$ cat config.mk
export PLATFORM = sky130hd
export DESIGN_NAME = bounded_ordered_list_engine_top_flat
export DESIGN_NICKNAME = d
export VERILOG_FILES = /design/src/rtl/core/bole_pkg.sv /design/src/rtl/core/bole_ifs.sv /design/src/rtl/core/bole_cell.sv /design/src/rtl/core/bounded_ordered_list_engine_top.sv /design/src/flat_wrapper.sv
export VERILOG_INCLUDE_DIRS = /design/src /design/src/rtl/core
export SDC_FILE = /design/constraint.sdc
export NUM_CORES = 2
export LEC_CHECK = 0
export BUFFER_PORTS_ARGS = -buffer_cell sky130_fd_sc_hd__buf_2
export CAP_MARGIN = 20
export CORE_MARGIN = 3
export CORE_UTILIZATION = 25
export CTS_CLUSTER_DIAMETER = 50
export DETAILED_ROUTE_END_ITERATION = 16
export SKIP_LAST_GASP = 1
export SYNTH_ARGS = -nofsm -noshare
export SYNTH_HDL_FRONTEND = slang
export SYNTH_SLANG_ARGS = --single-unit
$ cat constraint.sdc
create_clock -name i_clk -period 7.3 [get_ports i_clk]
set_input_delay 0.365 -clock i_clk [delete_from_list [all_inputs] [get_ports i_clk]]
set_output_delay 0.365 -clock i_clk [all_outputs]
set_load 0.01 [all_outputs]
$ cat src/rtl/core/bounded_ordered_list_engine_top_macros.svh
// Assertion macros for the ordered list engine.
`ifndef BOUNDED_ORDERED_LIST_ENGINE_TOP_MACROS_SVH
`define BOUNDED_ORDERED_LIST_ENGINE_TOP_MACROS_SVH

// check a property on every clock edge outside reset
`define BOLE_CHK(lbl, prop, msg) \
    lbl: assert property (@(posedge i_clk) disable iff (!i_rst_n) (prop)) else $error(msg);

// check a property on every clock edge, reset included
`define BOLE_CHK_ALWAYS(lbl, prop, msg) \
    lbl: assert property (@(posedge i_clk) (prop)) else $error(msg);

`endif

$ cat src/rtl/core/bole_pkg.sv
// Package of the ordered list engine: sizes, types, codes and control structs.
package bole_pkg;

    localparam int DEPTH = 16;
    localparam int CNT_W = $clog2(DEPTH + 1);
    localparam int IDX_W = $clog2(DEPTH);
    localparam int VAL_W = 32;
    localparam int POS_W = 8;
    localparam int OP_W  = 3;
    localparam int ST_W  = 2;

    typedef logic signed [VAL_W-1:0] t_word;
    typedef logic [CNT_W-1:0]        t_cnt;
    typedef logic [IDX_W-1:0]        t_idx;
    typedef logic [POS_W-1:0]        t_pos;

    typedef enum logic [OP_W-1:0] {
        OP_INS_FRONT  = 3'd0,
        OP_INS_BACK   = 3'd1,
        OP_INS_SORTED = 3'd2,
        OP_DEL_FIRST  = 3'd3,
        OP_DEL_LAST   = 3'd4,
        OP_DEL_AT     = 3'd5,
        OP_SORT       = 3'd6,
        OP_DUMP       = 3'd7
    } t_op;

    typedef enum logic [ST_W-1:0] {
        ST_DONE  = 2'd0,
        ST_EMPTY = 2'd1,
        ST_RANGE = 2'd2,
        ST_FULL  = 2'd3
    } t_status;

    typedef enum logic [3:0] {
        C_HOLD,
        C_INS_FRONT,
        C_INS_BACK,
        C_CMP,
        C_INS_SORTED,
        C_DEL_AT,
        C_SORT_EVEN,
        C_SORT_ODD,
        C_ROTATE
    } t_cell_op;

    typedef struct packed {
        t_cell_op op;
        t_word    value;
        t_pos     pos;
        t_cnt     count;
    } t_cell_ctl;

    typedef struct packed {
        t_word   entry_value;
        t_cnt    entry_count;
        t_status status;
        logic    last_result;
    } t_result;

    typedef enum logic [2:0] {
        S_IDLE,
        S_EXEC,
        S_INSS,
        S_SORT,
        S_DUMP
    } t_state;

endpackage

$ cat src/rtl/core/bole_ifs.sv
// Request and result channel interfaces of the ordered list engine.
interface bole_in_if;
    logic              valid;
    logic              ready;
    bole_pkg::t_op     operation;
    bole_pkg::t_word   value;
    bole_pkg::t_pos    position;

    modport source (output valid, output operation, output value, output position,
                    input ready);
    modport sink   (input valid, input operation, input value, input position,
                    output ready);
endinterface

interface bole_out_if;
    logic              valid;
    logic              ready;
    bole_pkg::t_word   entry_value;
    bole_pkg::t_cnt    entry_count;
    bole_pkg::t_status status;
    logic              last_result;

    modport source (output valid, output entry_value, output entry_count, output status,
                    output last_result, input ready);
    modport sink   (input valid, input entry_value, input entry_count, input status,
                    input last_result, output ready);
endinterface

$ cat src/rtl/core/bole_cell.sv
// One list cell: holds one entry and trades it with its neighbors.
module bole_cell (
    input  logic                i_clk,
    input  bole_pkg::t_cell_ctl i_ctl,
    input  bole_pkg::t_idx      i_idx,
    input  bole_pkg::t_word     i_left,
    input  bole_pkg::t_word     i_right,
    input  logic                i_found,
    output bole_pkg::t_word     o_value,
    output logic                o_found
);

    bole_pkg::t_word r_value;
    bole_pkg::t_word n_value;
    logic            r_ge;
    logic            n_ge;
    bole_pkg::t_cnt  w_idx;
    bole_pkg::t_cnt  w_nxt;
    logic            w_occ;
    logic            w_lo;

    assign w_idx   = bole_pkg::t_cnt'(i_idx);
    assign w_nxt   = w_idx + bole_pkg::t_cnt'(1);
    assign w_occ   = w_idx < i_ctl.count;
    assign w_lo    = i_idx[0] == (i_ctl.op == bole_pkg::C_SORT_ODD);
    assign o_found = i_found | r_ge;
    assign o_value = r_value;

    always_comb begin
        n_value = r_value;
        n_ge    = r_ge;
        case (i_ctl.op)
            bole_pkg::C_INS_FRONT: begin
                n_value = (i_idx == '0) ? i_ctl.value : i_left;
            end
            bole_pkg::C_INS_BACK: begin
                if (w_idx == i_ctl.count) begin
                    n_value = i_ctl.value;
                end
            end
            bole_pkg::C_CMP: begin
                n_ge = !(w_occ && (r_value < i_ctl.value));
            end
            bole_pkg::C_INS_SORTED: begin
                if (i_found) begin
                    n_value = i_left;
                end else if (r_ge) begin
                    n_value = i_ctl.value;
                end
            end
            bole_pkg::C_DEL_AT: begin
                if (bole_pkg::t_pos'(i_idx) >= i_ctl.pos) begin
                    n_value = i_right;
                end
            end
            bole_pkg::C_SORT_EVEN, bole_pkg::C_SORT_ODD: begin
                if (w_lo) begin
                    if ((w_nxt < i_ctl.count) && (i_right < r_value)) begin
                        n_value = i_right;
                    end
                end else if ((i_idx != '0) && w_occ && (r_value < i_left)) begin
                    n_value = i_left;
                end
            end
            bole_pkg::C_ROTATE: begin
                if (w_nxt < i_ctl.count) begin
                    n_value = i_right;
                end else if (w_nxt == i_ctl.count) begin
                    n_value = i_ctl.value;
                end
            end
            default: begin
                n_value = r_value;
            end
        endcase
    end

    always_ff @(posedge i_clk) begin
        r_value <= n_value;
        r_ge    <= n_ge;
    end

endmodule

$ cat src/rtl/core/bounded_ordered_list_engine_top.sv
// Top level of the ordered list engine: request decode, cell row and result register.
// Keeps up to DEPTH signed entries in a row of cells, one entry per cell, position 0 at the
// front. One request is worked on at a time. Insert front/back and delete first/at are
// accepted, then the whole row shifts once; delete last changes only the count, and any
// dropped or ignored request leaves the row as it is. Insert sorted: every cell compares
// against the value, then the row opens a gap. Sort: accept, decode, then DEPTH alternating
// even/odd passes of neighbor compare-and-swap. Dump: accept, decode, then one entry per
// cycle while the result side takes them, as the row rotates back into place.
// A registered result stage lets the next request enter while a result waits to be taken,
// and a stalled result side holds the row before any step that loads a result.
`include "bounded_ordered_list_engine_top_macros.svh"

module bounded_ordered_list_engine_top (
    input  logic   i_clk,
    input  logic   i_rst_n,
    bole_in_if.sink    i_req,
    bole_out_if.source o_res
);

    bole_pkg::t_state    r_state;
    bole_pkg::t_state    n_state;
    bole_pkg::t_cnt      r_count;
    bole_pkg::t_cnt      n_count;
    bole_pkg::t_idx      r_step;
    bole_pkg::t_idx      n_step;
    bole_pkg::t_op       r_op;
    bole_pkg::t_word     r_val;
    bole_pkg::t_pos      r_pos;
    logic                r_out_valid;
    bole_pkg::t_result   r_out;
    bole_pkg::t_result   w_res;
    logic                w_load;
    logic                w_free;
    logic                w_full;
    logic                w_empty;
    logic                w_accept;
    bole_pkg::t_cell_ctl w_ctl;
    bole_pkg::t_word     w_head;

    bole_pkg::t_word w_val   [bole_pkg::DEPTH];
    bole_pkg::t_word w_left  [bole_pkg::DEPTH];
    bole_pkg::t_word w_right [bole_pkg::DEPTH];
    logic            w_fin   [bole_pkg::DEPTH];
    logic            w_fout  [bole_pkg::DEPTH];

    assign i_req.ready       = r_state == bole_pkg::S_IDLE;
    assign w_accept          = i_req.valid && i_req.ready;
    assign w_free            = !r_out_valid || o_res.ready;
    assign w_full            = r_count == bole_pkg::t_cnt'(bole_pkg::DEPTH);
    assign w_empty           = r_count == '0;
    assign w_head            = w_val[0];

    assign o_res.valid       = r_out_valid;
    assign o_res.entry_value = r_out.entry_value;
    assign o_res.entry_count = r_out.entry_count;
    assign o_res.status      = r_out.status;
    assign o_res.last_result = r_out.last_result;

    always_comb begin
        for (int i = 0; i < bole_pkg::DEPTH; i++) begin
            w_left[i]  = (i == 0) ? '0 : w_val[(i == 0) ? 0 : i - 1];
            w_right[i] = (i == bole_pkg::DEPTH - 1) ? '0 :
                         w_val[(i == bole_pkg::DEPTH - 1) ? i : i + 1];
            w_fin[i]   = (i == 0) ? 1'b0 : w_fout[(i == 0) ? 0 : i - 1];
        end
    end

    for (genvar g = 0; g < bole_pkg::DEPTH; g++) begin : g_cell
        bole_cell u_cell (
            .i_clk   (i_clk),
            .i_ctl   (w_ctl),
            .i_idx   (bole_pkg::t_idx'(g)),
            .i_left  (w_left[g]),
            .i_right (w_right[g]),
            .i_found (w_fin[g]),
            .o_value (w_val[g]),
            .o_found (w_fout[g])
        );
    end

    always_comb begin
        n_state           = r_state;
        n_count           = r_count;
        n_step            = r_step;
        w_load            = 1'b0;
        w_ctl.op          = bole_pkg::C_HOLD;
        w_ctl.value       = r_val;
        w_ctl.pos         = r_pos;
        w_ctl.count       = r_count;
        w_res.entry_value = '0;
        w_res.status      = bole_pkg::ST_DONE;
        w_res.last_result = 1'b1;
        case (r_state)
            bole_pkg::S_IDLE: begin
                if (w_accept) begin
                    n_state = bole_pkg::S_EXEC;
                end
            end
            bole_pkg::S_EXEC: begin
                case (r_op)
                    bole_pkg::OP_INS_FRONT, bole_pkg::OP_INS_BACK: begin
                        if (w_free) begin
                            w_load  = 1'b1;
                            n_state = bole_pkg::S_IDLE;
                            if (w_full) begin
                                w_res.status = bole_pkg::ST_FULL;
                            end else begin
                                w_ctl.op = (r_op == bole_pkg::OP_INS_FRONT) ?
                                           bole_pkg::C_INS_FRONT : bole_pkg::C_INS_BACK;
                                n_count  = r_count + bole_pkg::t_cnt'(1);
                            end
                        end
                    end
                    bole_pkg::OP_INS_SORTED: begin
                        if (!w_full) begin
                            w_ctl.op = bole_pkg::C_CMP;
                            n_state  = bole_pkg::S_INSS;
                        end else if (w_free) begin
                            w_load       = 1'b1;
                            w_res.status = bole_pkg::ST_FULL;
                            n_state      = bole_pkg::S_IDLE;
                        end
                    end
                    bole_pkg::OP_DEL_FIRST, bole_pkg::OP_DEL_LAST, bole_pkg::OP_DEL_AT: begin
                        if (w_free) begin
                            w_load  = 1'b1;
                            n_state = bole_pkg::S_IDLE;
                            if (w_empty) begin
                                w_res.status = bole_pkg::ST_EMPTY;
                            end else if ((r_op == bole_pkg::OP_DEL_AT) &&
                                         (r_pos >= bole_pkg::t_pos'(r_count))) begin
                                w_res.status = bole_pkg::ST_RANGE;
                            end else begin
                                n_count = r_count - bole_pkg::t_cnt'(1);
                                if (r_op != bole_pkg::OP_DEL_LAST) begin
                                    w_ctl.op  = bole_pkg::C_DEL_AT;
                                    w_ctl.pos = (r_op == bole_pkg::OP_DEL_AT) ? r_pos : '0;
                                end
                            end
                        end
                    end
                    bole_pkg::OP_SORT: begin
                        n_step  = '0;
                        n_state = bole_pkg::S_SORT;
                    end
                    bole_pkg::OP_DUMP: begin
                        n_step = '0;
                        if (!w_empty) begin
                            n_state = bole_pkg::S_DUMP;
                        end else if (w_free) begin
                            w_load       = 1'b1;
                            w_res.status = bole_pkg::ST_EMPTY;
                            n_state      = bole_pkg::S_IDLE;
                        end
                    end
                    default: begin
                        n_state = bole_pkg::S_IDLE;
                    end
                endcase
            end
            bole_pkg::S_INSS: begin
                if (w_free) begin
                    w_ctl.op = bole_pkg::C_INS_SORTED;
                    n_count  = r_count + bole_pkg::t_cnt'(1);
                    w_load   = 1'b1;
                    n_state  = bole_pkg::S_IDLE;
                end
            end
            bole_pkg::S_SORT: begin
                if (r_step != bole_pkg::t_idx'(bole_pkg::DEPTH - 1)) begin
                    w_ctl.op = r_step[0] ? bole_pkg::C_SORT_ODD : bole_pkg::C_SORT_EVEN;
                    n_step   = r_step + bole_pkg::t_idx'(1);
                end else if (w_free) begin
                    w_ctl.op = r_step[0] ? bole_pkg::C_SORT_ODD : bole_pkg::C_SORT_EVEN;
                    w_load   = 1'b1;
                    n_state  = bole_pkg::S_IDLE;
                end
            end
            bole_pkg::S_DUMP: begin
                w_res.entry_value = w_head;
                w_res.last_result = (bole_pkg::t_cnt'(r_step) + bole_pkg::t_cnt'(1)) == r_count;
                if (w_free) begin
                    w_ctl.op    = bole_pkg::C_ROTATE;
                    w_ctl.value = w_head;
                    w_load      = 1'b1;
                    n_step      = r_step + bole_pkg::t_idx'(1);
                    if (w_res.last_result) begin
                        n_state = bole_pkg::S_IDLE;
                    end
                end
            end
            default: begin
                n_state = bole_pkg::S_IDLE;
            end
        endcase
        w_res.entry_count = n_count;
    end

    always_ff @(posedge i_clk) begin
        if (!i_rst_n) begin
            r_state     <= bole_pkg::S_IDLE;
            r_count     <= '0;
            r_step      <= '0;
            r_out_valid <= 1'b0;
        end else begin
            r_state     <= n_state;
            r_count     <= n_count;
            r_step      <= n_step;
            if (w_load) begin
                r_out_valid <= 1'b1;
            end else if (o_res.ready) begin
                r_out_valid <= 1'b0;
            end
        end
    end

    always_ff @(posedge i_clk) begin
        if (w_accept) begin
            r_op  <= i_req.operation;
            r_val <= i_req.value;
            r_pos <= i_req.position;
        end
        if (w_load) begin
            r_out <= w_res;
        end
    end

    `BOLE_CHK_ALWAYS(a_count_bound, !i_rst_n || (r_count <= bole_pkg::t_cnt'(bole_pkg::DEPTH)), "count above depth")
    `BOLE_CHK(a_count_step, (r_count == $past(r_count)) || (r_count == $past(r_count) + bole_pkg::t_cnt'(1)) || (r_count + bole_pkg::t_cnt'(1) == $past(r_count)), "count moved by more than one")
    `BOLE_CHK(a_full_count, (r_out_valid && (r_out.status == bole_pkg::ST_FULL)) |-> (r_out.entry_count == bole_pkg::t_cnt'(bole_pkg::DEPTH)), "full drop on a list that is not full")
    `BOLE_CHK(a_slot_found, (r_state == bole_pkg::S_INSS) |-> w_fout[bole_pkg::DEPTH - 1], "sorted insert found no slot")

endmodule

$ cat src/flat_wrapper.sv
// flat-port wrapper written by rule: the top's interface ports become plain ports
module bounded_ordered_list_engine_top_flat 
  (i_clk, i_rst_n, i_req_valid, i_req_operation, i_req_value, i_req_position, i_req_ready, o_res_valid, o_res_entry_value, o_res_entry_count, o_res_status, o_res_last_result, o_res_ready);
  bole_in_if i_req_i ();
  bole_out_if o_res_i ();
  input  logic i_clk;
  input  logic i_rst_n;
  input wire logic [$bits(i_req_i.valid)-1:0] i_req_valid;
  input wire logic [$bits(i_req_i.operation)-1:0] i_req_operation;
  input wire logic [$bits(i_req_i.value)-1:0] i_req_value;
  input wire logic [$bits(i_req_i.position)-1:0] i_req_position;
  output wire logic [$bits(i_req_i.ready)-1:0] i_req_ready;
  output wire logic [$bits(o_res_i.valid)-1:0] o_res_valid;
  output wire logic [$bits(o_res_i.entry_value)-1:0] o_res_entry_value;
  output wire logic [$bits(o_res_i.entry_count)-1:0] o_res_entry_count;
  output wire logic [$bits(o_res_i.status)-1:0] o_res_status;
  output wire logic [$bits(o_res_i.last_result)-1:0] o_res_last_result;
  input wire logic [$bits(o_res_i.ready)-1:0] o_res_ready;
  assign i_req_i.valid = i_req_valid;
  assign i_req_i.operation = i_req_operation;
  assign i_req_i.value = i_req_value;
  assign i_req_i.position = i_req_position;
  assign i_req_ready = i_req_i.ready;
  assign o_res_valid = o_res_i.valid;
  assign o_res_entry_value = o_res_i.entry_value;
  assign o_res_entry_count = o_res_i.entry_count;
  assign o_res_status = o_res_i.status;
  assign o_res_last_result = o_res_i.last_result;
  assign o_res_i.ready = o_res_ready;
  bounded_ordered_list_engine_top u_core (.i_clk(i_clk), .i_rst_n(i_rst_n), .i_req(i_req_i), .o_res(o_res_i));
endmodule
==> metrics.md <==
| Metric | Value |
|---|---|
| Detailed Route WL | `between 200 and 250 mm` |
| HP Class | `primary input to register` |
| Delay-heaviest family, CP | `simple AND/OR/NAND/NOR gates` |
| Hold Vio Cnt, Final | `0` |
| Number of remaining DRC errors | `0` |
| Fin crit period | `about 6.5 ns` |
| Clock Skew | `0.0597 ns` |
| CTS tree | `done` |
| Syn Inst Count | `6527` |
| Vias | `about 54000` |
| Top layer reached by signal wires | `met4` |
| Crit Path Max Fanout | `47` |
| Max cap viols | `0` |
| Buf/Inv on CP | `3` |
| Avg Cell Area, Syn | `8.81 sq um` |
| Vias in the first global route | `52700` |
| Die Y | `486 microns` |
| WL met3 | `17.8 mm` |
| Setup bufs post-CTS | `0` |
| Most frequent cells in the layout | `ha_1, nand2_1, edfxtp_1, inv_1, o21ai_0` |
| Max-slew headroom | `24.5%` |
| Slowest-stage cell, CP | `nor4_1` |
| Synth cell types | `97` |
| YS warnings | `0` |
| Final setup fails | `0` |
| Final Cycle Share | `88.7%` |
| Core ar. | `between 0.2 and 0.25 sq mm` |
| Clock latency on the worst-skew pair | `0.76 ns` |
| RSZ-0062 raised after global routing | `false` |
| Via-to-Cell Ratio | `5.63` |
| Clock transition at path regs | `approximately 0.050 ns` |
| Overflow after GRT | `0` |
| R2R Path Start | `u_core.r_state[2]` |
| # clock sinks | `between 600 and 700` |
| First-pass GRT wire length | `319 mm` |
| GP Congestion | `~0.9` |
| Status | `completed` |
| CTS Buf Count | `approximately 110` |
| Max stage delay on crit path | `0.85 ns` |
| Wire length on met1 | `84.4 mm` |
| Slew @ Worst Pin | `between 1 and 1.5 ns` |
| First-pass iteration count of the detailed router | `13` |
| Initial antenna violation count | `2` |
| Syn Std Cell Area | `0.0575 sq mm` |
| CTS max path bufs | `3` |
| Worst endpoint required time | `slightly below 8 ns` |
| Share of cells above drive strength 1 | `between 8 and 9%` |
| Crit path kind | `register to register` |
| Setup crit start | `u_core.r_state[2]` |
| ANT nets after route | `0` |
| Setup TNS | `0 ns` |
| Tot GR Track Use | `17.0%` |
| Die area | `~0.24 sq mm` |
| Wire per inst | `21.8 microns` |
| F_max | `roughly 150 MHz` |
| Synth async-reset ratio | `0%` |
| Clk root buf | `clkbuf_16` |
| Peak VDD IR | `0.187 mV` |
| H-tree Lvls | `3` |
| Die X | `between 400 and 500 microns` |
| Wire length on met2 | `96.5 mm` |
| Top cell by count, worst path | `buf_4` |
| Crit path cell chain | `nor3b_2 -> nand2_4 -> buf_4 -> o21ai_2 -> clkinv_1 -> buf_4 -> ha_1 -> nand4_1 -> nor4_1 -> nand3_1 -> a311oi_1 -> or4_1 -> mux2i_1` |
| Post-synth EDFFs | `slightly above 600` |
| #FFs+latches synth | `624` |
| Crit end category | `register` |
| Cell Count, Final, Fillers Out | `9650` |
| Initial Utilization | `25.2%` |
| Worst hold stages | `2` |
| Hold Crit Start | `i_rst_n` |
| Crit path launch type | `register` |
| Final nets | `between 7000 and 8000` |
| Fin. max-slew vios | `0` |
| Rows | `approximately 180` |
| Main synth FF type | `edfxtp_1` |
| Io pins | `89` |
| Power density cells | `between 150 and 200 mW/mm^2` |
| Port bufs | `88` |
| Layout area overhead | `14.6%` |
| Pin count of the biggest net entering global routing | `155` |
| Worst Path Arrival | `7.06 ns` |
| Hpwl dp | `155 mm` |
| Cell Count Post-Placement | `9391` |
| Worst reg2reg path depth | `13` |
| Detailed router's first-iteration violation count | `6980` |
| Leak | `28.2 nW` |
| Seq/Total Area, Yosys | `32.4%` |
| Syn Nets | `~7500` |
| CP Depth | `13` |
| Most common cell after layout, fill and taps aside | `ha_1` |
-- what timing repair did --
item | 4_1_cts | 5_1_grt
endpoints found under the hold margin | 43 | 0
hold buffers | 43 | 0
gates resized for setup | 0 | 0
-- final cells by class --
type / instances / area (sq um)
Inverter: 534 / 2000
Multi-Input combinational cell: 4978 / 35600
Clock inverter: 91 / 927
Fill cell: 23800 / 162000
Clock buffer: 122 / 2900
Timing Repair Buffer: 291 / 2120
Antenna cell: 1 / 2.50
Sequential cell: 624 / 18600
Tap cell: 3009 / 3760
-- cell usage after synthesis, types with 11 or more instances --
cell / instances / share of area [%]
ha_1: 972 / 21
nand2_1: 823 / 5.4
edfxtp_1: 611 / 32
o21ai_0: 554 / 4.8
inv_1: 530 / 3.5
nor2_1: 462 / 3.0
a21oi_1: 458 / 4.0
a222oi_1: 401 / 7.0
clkbuf_1: 284 / 1.9
a21o_1: 192 / 2.5
o21ai_1: 173 / 1.5
nand4_1: 152 / 1.7
buf_2: 78 / 0.68
nand3_1: 69 / 0.60
nor3_1: 69 / 0.60
nor2b_1: 50 / 0.54
a211oi_1: 47 / 0.61
a221o_1: 40 / 0.70
o211ai_1: 38 / 0.50
nor4_1: 34 / 0.37
o2bb2ai_1: 33 / 0.50
nand2b_1: 30 / 0.33
o21a_1: 30 / 0.39
a31oi_1: 29 / 0.32
a2111oi_0: 25 / 0.38
and2_1: 17 / 0.19
mux2i_1: 17 / 0.30
o221ai_1: 16 / 0.24
o31ai_1: 16 / 0.21
a211o_1: 14 / 0.21
and3_1: 14 / 0.15
dfxtp_1: 13 / 0.45
nor3b_1: 13 / 0.17
buf_1: 12 / 0.078
buf_6: 12 / 0.24
o2111ai_1: 12 / 0.18
and4_1: 11 / 0.17
o21bai_1: 11 / 0.14
-- path summary, 6_finish.rpt --
check	endpoint	slack, ns
hold / removal	u_core.r_step[1]	0.03
hold reg to reg	u_core.r_step[1]	0.51
setup reg to reg	u_core.g_cell[7].u_cell.r_ge	0.82
setup / recovery	u_core.g_cell[7].u_cell.r_ge	0.82
-- cell families (layout without fill, tap and decap cells) --
group | Yosys count | after routing | share of synthesized area, %
AOI/OAI and AO/OA | 2175 | 2175 | 25.6
buffers and inverters | 925 | 1038 | 6.39
and+or+nand+nor | 1805 | 1805 | 14.1
adders and majority gates | 972 | 972 | 21.2
DFF | 624 | 624 | 32.4
other | 0 | 1 | 0
xor gates and xnor gates | 8 | 8 | 0.122
muxes | 18 | 18 | 0.316
-- registers in the layout, summed over array words and instances (netlist names) --
signal and flops:
u_core.g_cell.u_cell.o_value 512, u_core.o_res.entry_value 32, u_core.r_val 32, u_core.g_cell.u_cell.r_ge 16, u_core.r_pos 8, u_core.o_res.entry_count 5
u_core.r_count 5, u_core.r_step 4, u_core.r_op 3, u_core.r_state 3, u_core.o_res.status 2, u_core.o_res.last_result 1
u_core.o_res.valid 1
-- routing by layer --
layer,GRT usage [%],vias up
met3,2.60,437
li1,-,25100
met5,0.0612,-
met4,9.07,0
met2,28.0,2618
met1,21.5,26200
-- through the flow --
| step | instance area (sq um) | setup WS, ns | hold slack, ns | util, % | power (mW) |
|---|---|---|---|---|---|
| 2_1_floorplan | 57500 | 1.06 | 0.464 | - | 6.41 |
| 3_3_place_gp | 61600 | 1.04 | 0.487 | 27.0 | 7.27 |
| 3_5_place_dp | 61600 | 0.851 | 0.512 | 27.0 | 7.38 |
| 4_1_cts | 65900 | 0.880 | 0.000925 | 28.9 | 12.8 |
| 5_1_grt | 65900 | 0.681 | 0.0500 | 28.9 | 13.4 |
| 6_report | 65900 | 0.824 | 0.0301 | 28.9 | 12.8 |
-- power breakdown --
group	switching (mW)	leakage (nW)	internal [mW]
registers	0.386	5.75	4.29
logic	1.66	20.6	1.05
clock network	2.17	1.83	3.24
Power figures use the tool's default switching activity.
